===== config.mk =====
export PLATFORM = sky130hd
export DESIGN_NAME = thermal_batch_hunt_controller_top
export DESIGN_NICKNAME = d
export VERILOG_FILES = /design/src/rtl/thbh_pkg.sv /design/src/rtl/thbh_ctrl.sv /design/src/rtl/thbh_dp.sv /design/src/rtl/thermal_batch_hunt_controller_top.sv
export SDC_FILE = /design/constraint.sdc
export NUM_CORES = 2
export LEC_CHECK = 0
export BUFFER_PORTS_ARGS = -buffer_cell sky130_fd_sc_hd__buf_2
export CORE_MARGIN = 2
export CORE_UTILIZATION = 55
export CTS_CLUSTER_DIAMETER = 40
export DETAILED_ROUTE_END_ITERATION = 6
export PLACE_DENSITY = 0.73
export SYNTH_ARGS = -nofsm -noshare
export SYNTH_HDL_FRONTEND = slang
export SYNTH_SLANG_ARGS = --single-unit

===== constraint.sdc =====
create_clock -name clk -period 14.3 [get_ports clk]
set_input_delay 0.715 -clock clk [delete_from_list [all_inputs] [get_ports clk]]
set_output_delay 0.715 -clock clk [all_outputs]
set_load 0.01 [all_outputs]

===== src/rtl/thbh_pkg.sv =====
package thbh_pkg;

	localparam int DEF_BATCH_WIDTH = 24;
	localparam int DEF_TIME_WIDTH  = 32;

	localparam int CFG_W      = 32;
	localparam int CFG_ADDR_W = 3;
	localparam int TEMP_W     = 8;
	localparam int IDLE_W     = 7;
	localparam int SCALE_W    = 17;
	localparam int FRAC_BITS  = 16;
	localparam int ACT_W      = 2;
	localparam int DIV_CNT_W  = 5;

	localparam logic [TEMP_W-1:0] TARGET_MIN   = 8'd40;
	localparam logic [TEMP_W:0]   CAP_MARGIN   = 9'd3;
	localparam logic [TEMP_W:0]   GLITCH_DROP  = 9'd12;
	localparam logic [TEMP_W:0]   HOT_MARGIN   = 9'd2;
	localparam logic [IDLE_W-1:0] IDLE_PER_DEG = 7'd12;
	localparam logic [IDLE_W-1:0] IDLE_MAX     = 7'd80;
	localparam logic [TEMP_W-1:0] IDLE_SAT_DEG = 8'd6;
	localparam logic [CFG_W-1:0]  SETTLE_MIN   = 32'd5000;
	localparam int                STEP_DEFAULT = 1000;

	localparam logic [TEMP_W-1:0] TARGET_RST = 8'd80;
	localparam logic [TEMP_W-1:0] CAP_RST    = 8'd83;

	typedef enum logic [CFG_ADDR_W-1:0] {
		REG_USE_MEM,
		REG_TARGET,
		REG_CAP,
		REG_GPU_CAP,
		REG_PLANNED,
		REG_STEP,
		REG_MIN,
		REG_SETTLE
	} reg_addr_t;

	typedef enum logic [ACT_W-1:0] {
		ACT_HOLD  = 2'd0,
		ACT_RAISE = 2'd1,
		ACT_CUT   = 2'd2
	} action_t;

	typedef enum logic [3:0] {
		S_IDLE,
		S_CFG,
		S_BATCH,
		S_FLOOR,
		S_CUT1,
		S_CUT2,
		S_APPLY,
		S_DIV,
		S_DONE
	} state_t;

	typedef struct packed {
		logic capture;
		logic cfg;
		logic batch;
		logic floor_lim;
		logic cut1;
		logic cut2;
		logic apply;
		logic div_step;
		logic load_out;
	} cmd_t;

	typedef struct packed {
		logic div_last;
		logic out_busy;
	} status_t;

endpackage


===== src/rtl/thbh_ctrl.sv =====
module thbh_ctrl (
	input  logic              clk,
	input  logic              arst_n,
	input  logic              s_tvalid,
	output logic              s_tready,
	input  thbh_pkg::status_t st,
	output thbh_pkg::cmd_t    cmd
);
	import thbh_pkg::*;

	state_t state_q, state_d;

	always_ff @(posedge clk or negedge arst_n) begin
		if (!arst_n) begin
			state_q <= S_IDLE;
		end else begin
			state_q <= state_d;
		end
	end

	always_comb begin
		state_d  = state_q;
		cmd      = '0;
		s_tready = 1'b0;
		case (state_q)
			S_IDLE: begin
				s_tready = 1'b1;
				if (s_tvalid) begin
					cmd.capture = 1'b1;
					state_d     = S_CFG;
				end
			end
			S_CFG: begin
				cmd.cfg = 1'b1;
				state_d = S_BATCH;
			end
			S_BATCH: begin
				cmd.batch = 1'b1;
				state_d   = S_FLOOR;
			end
			S_FLOOR: begin
				cmd.floor_lim = 1'b1;
				state_d       = S_CUT1;
			end
			S_CUT1: begin
				cmd.cut1 = 1'b1;
				state_d  = S_CUT2;
			end
			S_CUT2: begin
				cmd.cut2 = 1'b1;
				state_d  = S_APPLY;
			end
			S_APPLY: begin
				cmd.apply = 1'b1;
				state_d   = S_DIV;
			end
			S_DIV: begin
				cmd.div_step = 1'b1;
				if (st.div_last) begin
					state_d = S_DONE;
				end
			end
			S_DONE: begin
				if (!st.out_busy) begin
					cmd.load_out = 1'b1;
					state_d      = S_IDLE;
				end
			end
			default: begin
				state_d = S_IDLE;
			end
		endcase
	end

endmodule


===== src/rtl/thbh_dp.sv =====
module thbh_dp #(
	parameter int BATCH_WIDTH = thbh_pkg::DEF_BATCH_WIDTH,
	parameter int TIME_WIDTH  = thbh_pkg::DEF_TIME_WIDTH
) (
	input  logic                             clk,
	input  logic                             arst_n,
	input  logic                             cfg_we,
	input  logic [thbh_pkg::CFG_ADDR_W-1:0]  cfg_addr,
	input  logic [thbh_pkg::CFG_W-1:0]       cfg_data,
	input  logic [thbh_pkg::TEMP_W-1:0]      gpu_temp,
	input  logic [thbh_pkg::TEMP_W-1:0]      mem_temp,
	input  logic [TIME_WIDTH-1:0]            time_ms,
	input  thbh_pkg::cmd_t                   cmd,
	output thbh_pkg::status_t                st,
	input  logic                             m_tready,
	output logic                             m_tvalid,
	output logic [thbh_pkg::ACT_W-1:0]       action,
	output logic                             sensor_sel,
	output logic [thbh_pkg::TEMP_W-1:0]      control_temp,
	output logic [BATCH_WIDTH-1:0]           batch_size,
	output logic [thbh_pkg::IDLE_W-1:0]      idle_ms,
	output logic [thbh_pkg::SCALE_W-1:0]     scale_q16
);
	import thbh_pkg::*;

	localparam int B  = BATCH_WIDTH;
	localparam int SW = (B > 10) ? B : 10;
	localparam int AW = SW + 2;
	localparam int CW = (TIME_WIDTH > CFG_W) ? TIME_WIDTH : CFG_W;

	// configuration
	logic              use_mem_q;
	logic [TEMP_W-1:0] target_q, cap_q, gcap_q;
	logic [B-1:0]      planned_q, min_q;
	logic [SW-1:0]     step_q;
	logic [CFG_W-1:0]  settle_q;

	// sample
	logic [TEMP_W-1:0]     gpu_q, mem_q;
	logic [TIME_WIDTH-1:0] now_q;

	// controller state
	logic                  started_q;
	logic [B-1:0]          cur_q, floor_q, good_q;
	logic [TEMP_W-1:0]     prev_q;
	logic [TIME_WIDTH-1:0] last_q;

	// pipeline
	logic [CFG_W-1:0]      settle_s1;
	logic [SW-1:0]         step_s1;
	logic [B-1:0]          plan_s1, mn_s1;
	logic [TEMP_W-1:0]     tgt_s1, ctl_s1;
	logic [TEMP_W:0]       cap_s1;
	logic                  sensor_s1;
	logic [TIME_WIDTH-1:0] since_s1;
	logic [B-1:0]          b_s2;
	logic                  may_s2, cool_s2, hot_s2;
	logic [IDLE_W-1:0]     idle_s2;
	logic [B-1:0]          fl_s3, ok_s3, up_s3;
	logic signed [AW-1:0]  d_s4;
	logic [B-1:0]          d_s5;

	// result and divider
	logic [ACT_W-1:0]     res_act_q;
	logic                 res_sensor_q;
	logic [TEMP_W-1:0]    res_ctl_q;
	logic [B-1:0]         res_batch_q;
	logic [IDLE_W-1:0]    res_idle_q;
	logic [B:0]           rem_q;
	logic [SCALE_W-1:0]   quo_q;
	logic [DIV_CNT_W-1:0] cnt_q;
	logic                 out_valid_q;

	// stage 1 logic
	logic [TEMP_W-1:0] tgt_c, ctl0_c, ctl1_c, ctl_c;
	logic [TEMP_W:0]   cap_c;
	logic [SW-1:0]     step_c, mn_a_c;
	logic [B-1:0]      plan_c, mn_c;
	logic              junction_c, ovr_c, glitch_c;

	always_comb begin
		tgt_c   = (target_q < TARGET_MIN) ? TARGET_MIN : target_q;
		cap_c   = (cap_q <= tgt_c) ? ({1'b0, tgt_c} + CAP_MARGIN) : {1'b0, cap_q};
		step_c  = (step_q == '0) ? SW'(STEP_DEFAULT) : step_q;
		plan_c  = (planned_q == '0) ? B'(1) : planned_q;
		mn_a_c  = (SW'(min_q) < step_c) ? step_c : SW'(min_q);
		mn_c    = (mn_a_c > SW'(plan_c)) ? plan_c : mn_a_c[B-1:0];
		junction_c = use_mem_q && (mem_q != '0);
		ctl0_c  = junction_c ? mem_q : gpu_q;
		ovr_c   = (gcap_q != '0) && (gpu_q >= gcap_q) && (gpu_q > ctl0_c);
		ctl1_c  = ovr_c ? gpu_q : ctl0_c;
		glitch_c = (prev_q >= tgt_c) && (ctl1_c != '0)
			&& ({1'b0, prev_q} >= ({1'b0, ctl1_c} + GLITCH_DROP));
		ctl_c   = glitch_c ? prev_q : ctl1_c;
	end

	// stage 2 logic
	logic [B-1:0]      b0_c, b1_c, b_c;
	logic              may_c, warm_c, rising_c, cool_c, hot_c;
	logic [TEMP_W-1:0] diff_c;
	logic [IDLE_W-1:0] idle_c;

	always_comb begin
		b0_c     = (cur_q == '0) ? plan_s1 : cur_q;
		b1_c     = (b0_c > plan_s1) ? plan_s1 : b0_c;
		b_c      = (b1_c < mn_s1) ? mn_s1 : b1_c;
		may_c    = CW'(since_s1) >= CW'(settle_s1);
		warm_c   = ctl_s1 >= tgt_s1;
		diff_c   = ctl_s1 - tgt_s1;
		if (!warm_c) begin
			idle_c = '0;
		end else if (diff_c >= IDLE_SAT_DEG) begin
			idle_c = IDLE_MAX;
		end else begin
			idle_c = (IDLE_W'(diff_c[2:0]) + IDLE_W'(1)) * IDLE_PER_DEG;
		end
		rising_c = (prev_q != '0) && (ctl_s1 > prev_q);
		cool_c   = (ctl_s1 <= tgt_s1) && !rising_c;
		hot_c    = ({1'b0, ctl_s1} >= cap_s1) || ({1'b0, ctl_s1} >= ({1'b0, tgt_s1} + HOT_MARGIN))
			|| (warm_c && rising_c);
	end

	// stage 3 logic
	logic [B-1:0]  fl0_c, fl_c, ok_c, up_c;
	logic [AW-1:0] sum_c;

	always_comb begin
		fl0_c = (floor_q == '0) ? b_s2 : floor_q;
		fl_c  = (fl0_c < mn_s1) ? mn_s1 : fl0_c;
		ok_c  = (good_q == '0) ? b_s2 : good_q;
		sum_c = AW'(b_s2) + AW'(step_s1);
		up_c  = (sum_c > AW'(plan_s1)) ? plan_s1 : sum_c[B-1:0];
	end

	// cut target logic
	logic signed [AW-1:0] fl_x, mn_x, b_x, step_x, ok_x, flst_x, d0_c, d1_c, d2_c, d3_c, d4_c;

	always_comb begin
		fl_x   = AW'(fl_s3);
		mn_x   = AW'(mn_s1);
		b_x    = AW'(b_s2);
		step_x = AW'(step_s1);
		ok_x   = AW'(ok_s3);
		flst_x = fl_x + step_x;
		d0_c   = (ok_x <= fl_x) ? flst_x : ok_x;
		d1_c   = (d0_c >= b_x) ? (b_x - step_x) : d0_c;
		d2_c   = (d_s4 <= fl_x) ? flst_x : d_s4;
		d3_c   = (d2_c < mn_x) ? mn_x : d2_c;
		d4_c   = (d3_c > b_x) ? b_x : d3_c;
	end

	// apply logic, the first sample only opens the window
	logic [B-1:0]          b_new_c, fl_new_c, good_new_c;
	logic [ACT_W-1:0]      act_c;
	logic                  touch_c, chg_c;

	always_comb begin
		b_new_c    = b_s2;
		fl_new_c   = fl_s3;
		good_new_c = ok_s3;
		act_c      = ACT_HOLD;
		touch_c    = 1'b0;
		chg_c      = d_s5 != b_s2;
		if (started_q && cool_s2) begin
			good_new_c = b_s2;
			if (may_s2 && (up_s3 != b_s2)) begin
				b_new_c = up_s3;
				act_c   = ACT_RAISE;
				touch_c = 1'b1;
			end
		end else if (started_q && hot_s2) begin
			if (chg_c && may_s2) begin
				b_new_c = d_s5;
				act_c   = ACT_CUT;
				touch_c = 1'b1;
			end
			if (chg_c && (b_new_c > fl_s3)) begin
				fl_new_c = b_new_c;
			end
		end
	end

	// divider step
	logic         ge_c;
	logic [B:0]   rsub_c;

	always_comb begin
		ge_c   = rem_q >= {1'b0, plan_s1};
		rsub_c = ge_c ? (rem_q - {1'b0, plan_s1}) : rem_q;
	end

	always_ff @(posedge clk or negedge arst_n) begin
		if (!arst_n) begin
			use_mem_q   <= 1'b0;
			target_q    <= TARGET_RST;
			cap_q       <= CAP_RST;
			gcap_q      <= '0;
			planned_q   <= B'(1);
			step_q      <= SW'(STEP_DEFAULT);
			min_q       <= '0;
			settle_q    <= SETTLE_MIN;
			started_q   <= 1'b0;
			cur_q       <= '0;
			floor_q     <= '0;
			good_q      <= '0;
			prev_q      <= '0;
			last_q      <= '0;
			cnt_q       <= '0;
			out_valid_q <= 1'b0;
		end else begin
			if (cfg_we) begin
				case (cfg_addr)
					REG_USE_MEM: use_mem_q <= cfg_data[0];
					REG_TARGET:  target_q  <= cfg_data[TEMP_W-1:0];
					REG_CAP:     cap_q     <= cfg_data[TEMP_W-1:0];
					REG_GPU_CAP: gcap_q    <= cfg_data[TEMP_W-1:0];
					REG_PLANNED: planned_q <= cfg_data[B-1:0];
					REG_STEP:    step_q    <= SW'(cfg_data[B-1:0]);
					REG_MIN:     min_q     <= cfg_data[B-1:0];
					REG_SETTLE:  settle_q  <= cfg_data;
					default: ;
				endcase
			end
			if (cmd.apply) begin
				cur_q  <= b_new_c;
				prev_q <= ctl_s1;
				cnt_q  <= '0;
				if (!started_q) begin
					started_q <= 1'b1;
					last_q    <= now_q;
					if (floor_q == '0) begin
						floor_q <= b_s2;
					end
					if (good_q == '0) begin
						good_q <= b_s2;
					end
				end else begin
					floor_q <= fl_new_c;
					good_q  <= good_new_c;
					if (touch_c) begin
						last_q <= now_q;
					end
				end
			end
			if (cmd.div_step) begin
				cnt_q <= cnt_q + DIV_CNT_W'(1);
			end
			if (cmd.load_out) begin
				out_valid_q <= 1'b1;
			end else if (m_tready) begin
				out_valid_q <= 1'b0;
			end
		end
	end

	always_ff @(posedge clk) begin
		if (cmd.capture) begin
			gpu_q <= gpu_temp;
			mem_q <= mem_temp;
			now_q <= time_ms;
		end
		if (cmd.cfg) begin
			settle_s1 <= (settle_q < SETTLE_MIN) ? SETTLE_MIN : settle_q;
			step_s1   <= step_c;
			plan_s1   <= plan_c;
			mn_s1     <= mn_c;
			tgt_s1    <= tgt_c;
			cap_s1    <= cap_c;
			ctl_s1    <= ctl_c;
			sensor_s1 <= junction_c && !ovr_c;
			since_s1  <= now_q - last_q;
		end
		if (cmd.batch) begin
			b_s2    <= b_c;
			may_s2  <= may_c;
			idle_s2 <= idle_c;
			cool_s2 <= cool_c;
			hot_s2  <= hot_c;
		end
		if (cmd.floor_lim) begin
			fl_s3 <= fl_c;
			ok_s3 <= ok_c;
			up_s3 <= up_c;
		end
		if (cmd.cut1) begin
			d_s4 <= d1_c;
		end
		if (cmd.cut2) begin
			d_s5 <= d4_c[B-1:0];
		end
		if (cmd.apply) begin
			res_act_q    <= started_q ? act_c : ACT_HOLD;
			res_sensor_q <= sensor_s1;
			res_ctl_q    <= ctl_s1;
			res_batch_q  <= b_new_c;
			res_idle_q   <= started_q ? idle_s2 : '0;
			rem_q        <= {1'b0, b_new_c};
			quo_q        <= '0;
		end
		if (cmd.div_step) begin
			rem_q <= {rsub_c[B-1:0], 1'b0};
			quo_q <= {quo_q[SCALE_W-2:0], ge_c};
		end
		if (cmd.load_out) begin
			action       <= res_act_q;
			sensor_sel   <= res_sensor_q;
			control_temp <= res_ctl_q;
			batch_size   <= res_batch_q;
			idle_ms      <= res_idle_q;
			scale_q16    <= quo_q;
		end
	end

	assign m_tvalid    = out_valid_q;
	assign st.div_last = cnt_q == DIV_CNT_W'(FRAC_BITS);
	assign st.out_busy = out_valid_q && !m_tready;

endmodule


===== src/rtl/thermal_batch_hunt_controller_top.sv =====
// channel  | dir | beat contents (lsb first)
// s        | in  | tdata: gpu_temp[8], mem_temp[8], time_ms[TIME_WIDTH], zero pad
// m        | out | tdata: action[2], control_temp[8], batch_size[BATCH_WIDTH],
//          |     |        idle_ms[7], scale_q16[17], zero pad; tuser: sensor_sel
// cfg      | in  | cfg_we, cfg_addr (register index), cfg_data
//
// one sample runs through: accept, six decision steps, a 17-step restoring
// divider for scale_q16 (one quotient bit per cycle), and the result load
// a new sample is accepted as soon as the result sits in the output register
// a stalled output holds the finished sample back in the last step
// arst_n clears the output valid and the sample history and resets the registers to their defaults
module thermal_batch_hunt_controller_top #(
	parameter int BATCH_WIDTH = thbh_pkg::DEF_BATCH_WIDTH,
	parameter int TIME_WIDTH  = thbh_pkg::DEF_TIME_WIDTH
) (
	input  logic                                    clk,
	input  logic                                    arst_n,
	input  logic                                    s_tvalid,
	output logic                                    s_tready,
	input  logic [((16 + TIME_WIDTH + 7) / 8) * 8 - 1:0] s_tdata,  // gpu_temp, mem_temp, time_ms
	output logic                                    m_tvalid,
	input  logic                                    m_tready,
	output logic [((34 + BATCH_WIDTH + 7) / 8) * 8 - 1:0] m_tdata, // action, control_temp,
	                                                // batch_size, idle_ms, scale_q16
	output logic                                    m_tuser,  // sensor_sel
	input  logic                                    cfg_we,
	input  logic [thbh_pkg::CFG_ADDR_W-1:0]         cfg_addr,
	input  logic [thbh_pkg::CFG_W-1:0]              cfg_data
);
	import thbh_pkg::*;

	localparam int OUT_W    = ((34 + BATCH_WIDTH + 7) / 8) * 8;

	cmd_t    cmd;
	status_t st;

	logic [ACT_W-1:0]       action;
	logic [TEMP_W-1:0]      control_temp;
	logic [BATCH_WIDTH-1:0] batch_size;
	logic [IDLE_W-1:0]      idle_ms;
	logic [SCALE_W-1:0]     scale_q16;

	thbh_ctrl u_ctrl (
		.clk      (clk),
		.arst_n   (arst_n),
		.s_tvalid (s_tvalid),
		.s_tready (s_tready),
		.st       (st),
		.cmd      (cmd)
	);

	thbh_dp #(
		.BATCH_WIDTH (BATCH_WIDTH),
		.TIME_WIDTH  (TIME_WIDTH)
	) u_dp (
		.clk          (clk),
		.arst_n       (arst_n),
		.cfg_we       (cfg_we),
		.cfg_addr     (cfg_addr),
		.cfg_data     (cfg_data),
		.gpu_temp     (s_tdata[TEMP_W-1:0]),
		.mem_temp     (s_tdata[2*TEMP_W-1:TEMP_W]),
		.time_ms      (s_tdata[2*TEMP_W+TIME_WIDTH-1:2*TEMP_W]),
		.cmd          (cmd),
		.st           (st),
		.m_tready     (m_tready),
		.m_tvalid     (m_tvalid),
		.action       (action),
		.sensor_sel   (m_tuser),
		.control_temp (control_temp),
		.batch_size   (batch_size),
		.idle_ms      (idle_ms),
		.scale_q16    (scale_q16)
	);

	assign m_tdata = OUT_W'({scale_q16, idle_ms, batch_size, control_temp, action});

endmodule


==> impl_metrics.toml <==
[run_status]
status = "completed"

[critical_path]
cp-start-kind = "flip-flop"
cp.buffers_inverters = 2
crit_required_ps = 14770
path_delay_family = "compound AO/OA/AOI/OAI gates"
crit_arrival_ps = 10360
max_stage_delay_ps = 690
path_max_fanout = 27
critPathKind = "flip-flop to flip-flop"
cpMostUsedCell = "o21ai_0"
cp-end-kind = "flip-flop"
slowest_stage = "ha_1"

[cts]
clock_latency_ps = 750
cts.reportedPaths.clkPinSlew_ps = 60
cts_hold_buf = 1
h-tree-depth = 4
cts_sinks = 755
root_buffer = "clkbuf_16"
cts_resized = 0
postCtsSetupRepairBufs = 0
cts_buffers = 131
cts_buffer_depth = 3
cts_tree = "yes"

[floorplanning]
core.rowCount = 108
dieHeight_um = 300
die_x_um = 300
num_io_pins = 155
core_area_um2 = 86800
initial_core_util = 0.555
dieArea_um2 = 90000

[global_routing]
first_global_vias = 35700
grt_max_degree = 142
grt_pass1_wl_mm = 228
track_usage = 0.341
antenna_found_initial = 9
overflow = 0

[synthesis]
yosys.area.top_type_share = 0.313
synth_edf_count = 502
synth_top_cell_by_area = "edfxtp_1"
netlist_area_um2 = 48200
ys_seq_area_frac = 0.445
yosys-top-cells-count = "ha_1, edfxtp_1, inv_1, nand2_1, mux2_2"
synth_cell_types = 89
postSynthAreaPerCell_um2 = 10.6
ys_seq_elements = 755
synth_warnings = 0
synth.most_common_cell = "ha_1"
postSynth.asyncResetShare = 0.334
synth_ff_type = "edfxtp_1"
netlist_instances = 4543
synthTopCellsByArea = "edfxtp_1, ha_1, dfrtp_1, mux2_2, a21o_1"

[finish]
area_growth_pct = 13.3
multiInputGateArea_um2 = 24600
fin_nets = 5280
post-route-util = 0.629
layout-drive-gt1-share = 0.175
final_cell_area_um2 = 54600
fillerInstances = 6980
fin_cells = 5929
regArea_um2 = 21400

[detailed_routing]
dr.pass1.iters = 6
routed-wl-met2_mm = 69.2
viasPerCell = 6.19
num_vias = 36700
final_antenna_net_count = 0
wl_met1_mm = 62.4
wl_per_cell_um = 25.9
drc = 0
wirelength_mm = 154
first_iter_violations = 3809
highest_layer = "met5"
dr_wl_met3_mm = 12.7

[timing]
period_needed_ps = 9890
hold_viol_final = 0
rsz0062_at_grt = "no"
slew_violations = 0
slew_headroom = 0.153
finalCritPeriodShare = 0.691
fin_setup_tns_ps = 0
hold_ws_ps = 140
setup_viol = 0
fin_worst_skew_ps = 30.0
worstMarginPinSlew_ps = 1260
timing.fmax_mhz = 101

[place]
numPortBuffers = 146
placed_cell_area_um2 = 50000
placed_cells = 5680
dp_hpwl_mm = 118
finalWeightedCongestion = 1.02

[pwr]
ir_worst_vdd_mv = 0.172
p_leak_uw = 0.0238
cellPowerDensity_nw_per_um2 = 276

[job]
maxCapViolations = 0

[hold_path]
hp-class = "primary input to flip-flop"
[through the flow]
step | power (µW) | setup WS (ps)
global placement | 11500 | 4770
global route | 15900 | 3800
detailed placement | 11600 | 4680
finish | 15100 | 4410
floorplan | 9250 | 1810
CTS | 14900 | 4620
[where the power goes]
group          total, µW  internal, µW  switching (µW)
Combinational       7720          3110            4610
Clock               3250          2070            1180
Sequential          4110          3390             715
[worst register-to-register path, delay by kind of cell, from the launching register on]
family	cells	cell delay (ps)
AO/OA/AOI/OAI	17	4480
buffers and inverters	2	900
multiplexers	1	390
XOR/XNOR	1	310
adder cells (fa/ha/maj)	4	1710
flip-flops	1	410
AND/OR/NAND/NOR	8	1400
[flip-flops by register name (all words and copies together) (netlist names), 25 cells and up]
signal and cells:
u_dp.d_s4 26, u_dp.last_q 32, u_dp.now_q 32, u_dp.rem_q 25, u_dp.settle_q 32, u_dp.settle_s1 32
u_dp.since_s1 32
[metal layers]
layer  vias up  track usage
li1      16900            -
met1     17800        0.440
met2      1558        0.536
met3       417       0.0744
met4         8        0.189
met5         -            0
[cell families (layout without fill, tap and decap cells)]
logic type,count (synthesis),after routing,synth area share
other,1,13,0.0000778
XOR/XNOR,167,167,0.0304
adder cells (fa/ha/maj),533,533,0.140
flip-flops,755,755,0.445
buffers and inverters,589,808,0.0482
AND/OR/NAND/NOR,1054,1054,0.105
AO/OA/AOI/OAI,1032,1032,0.138
multiplexers,412,412,0.0943
[placed cells by master (no fill, tap or decap), types with 15 or more instances in the layout]
master,count
nand4_1,78
o211ai_1,27
buf_4,55
or2_2,16
a21oi_1,216
clkbuf_1,15
inv_6,19
o22ai_1,53
nor3_1,49
nand2b_1,38
mux2i_1,78
clkbuf_16,138
o21bai_1,18
dfstp_2,18
inv_1,358
o311ai_0,20
nand3_1,76
nor2b_1,42
and2_1,30
and3_1,20
a31oi_1,20
xnor2_1,81
a211oi_1,30
a21o_1,201
dfrtp_1,233
o21ai_0,277
nor4_1,73
mux2_2,334
xor2_1,86
clkinv_2,16
nand2_1,349
nor2_1,228
edfxtp_1,502
buf_2,145
ha_1,526
o21a_1,52
[area by class of cell]
type | instances | share of cell area
multi-input cells | 3207 | 0.450
well taps | 1155 | 0.0265
clock inverters | 81 | 0.0175
repair buffers | 203 | 0.0217
flip-flops and latches | 755 | 0.392
inverters | 361 | 0.0248
clock buffers | 163 | 0.0668
diodes | 4 | 0.000183
[final timing paths]
path / startpoint / endpoint / slack, ps / depth (start not counted)
setup / recovery: u_dp.fl_s3[8] / u_dp.d_s5[10] / 4410 / 33
max in group asynchronous: arst_n / u_dp.prev_q[7] / 11860 / 4
setup reg to reg: u_dp.fl_s3[8] / u_dp.d_s5[10] / 4410 / 33
min in group asynchronous: arst_n / u_dp.good_q[12] / 550 / 2
hold reg to reg: u_dp.res_batch_q[23] / u_dp.batch_size[23] / 410 / 0
hold / removal: s_tdata[46] / u_dp.now_q[30] / 140 / 1
No activity file was read; power rests on OpenSTA's default activity.
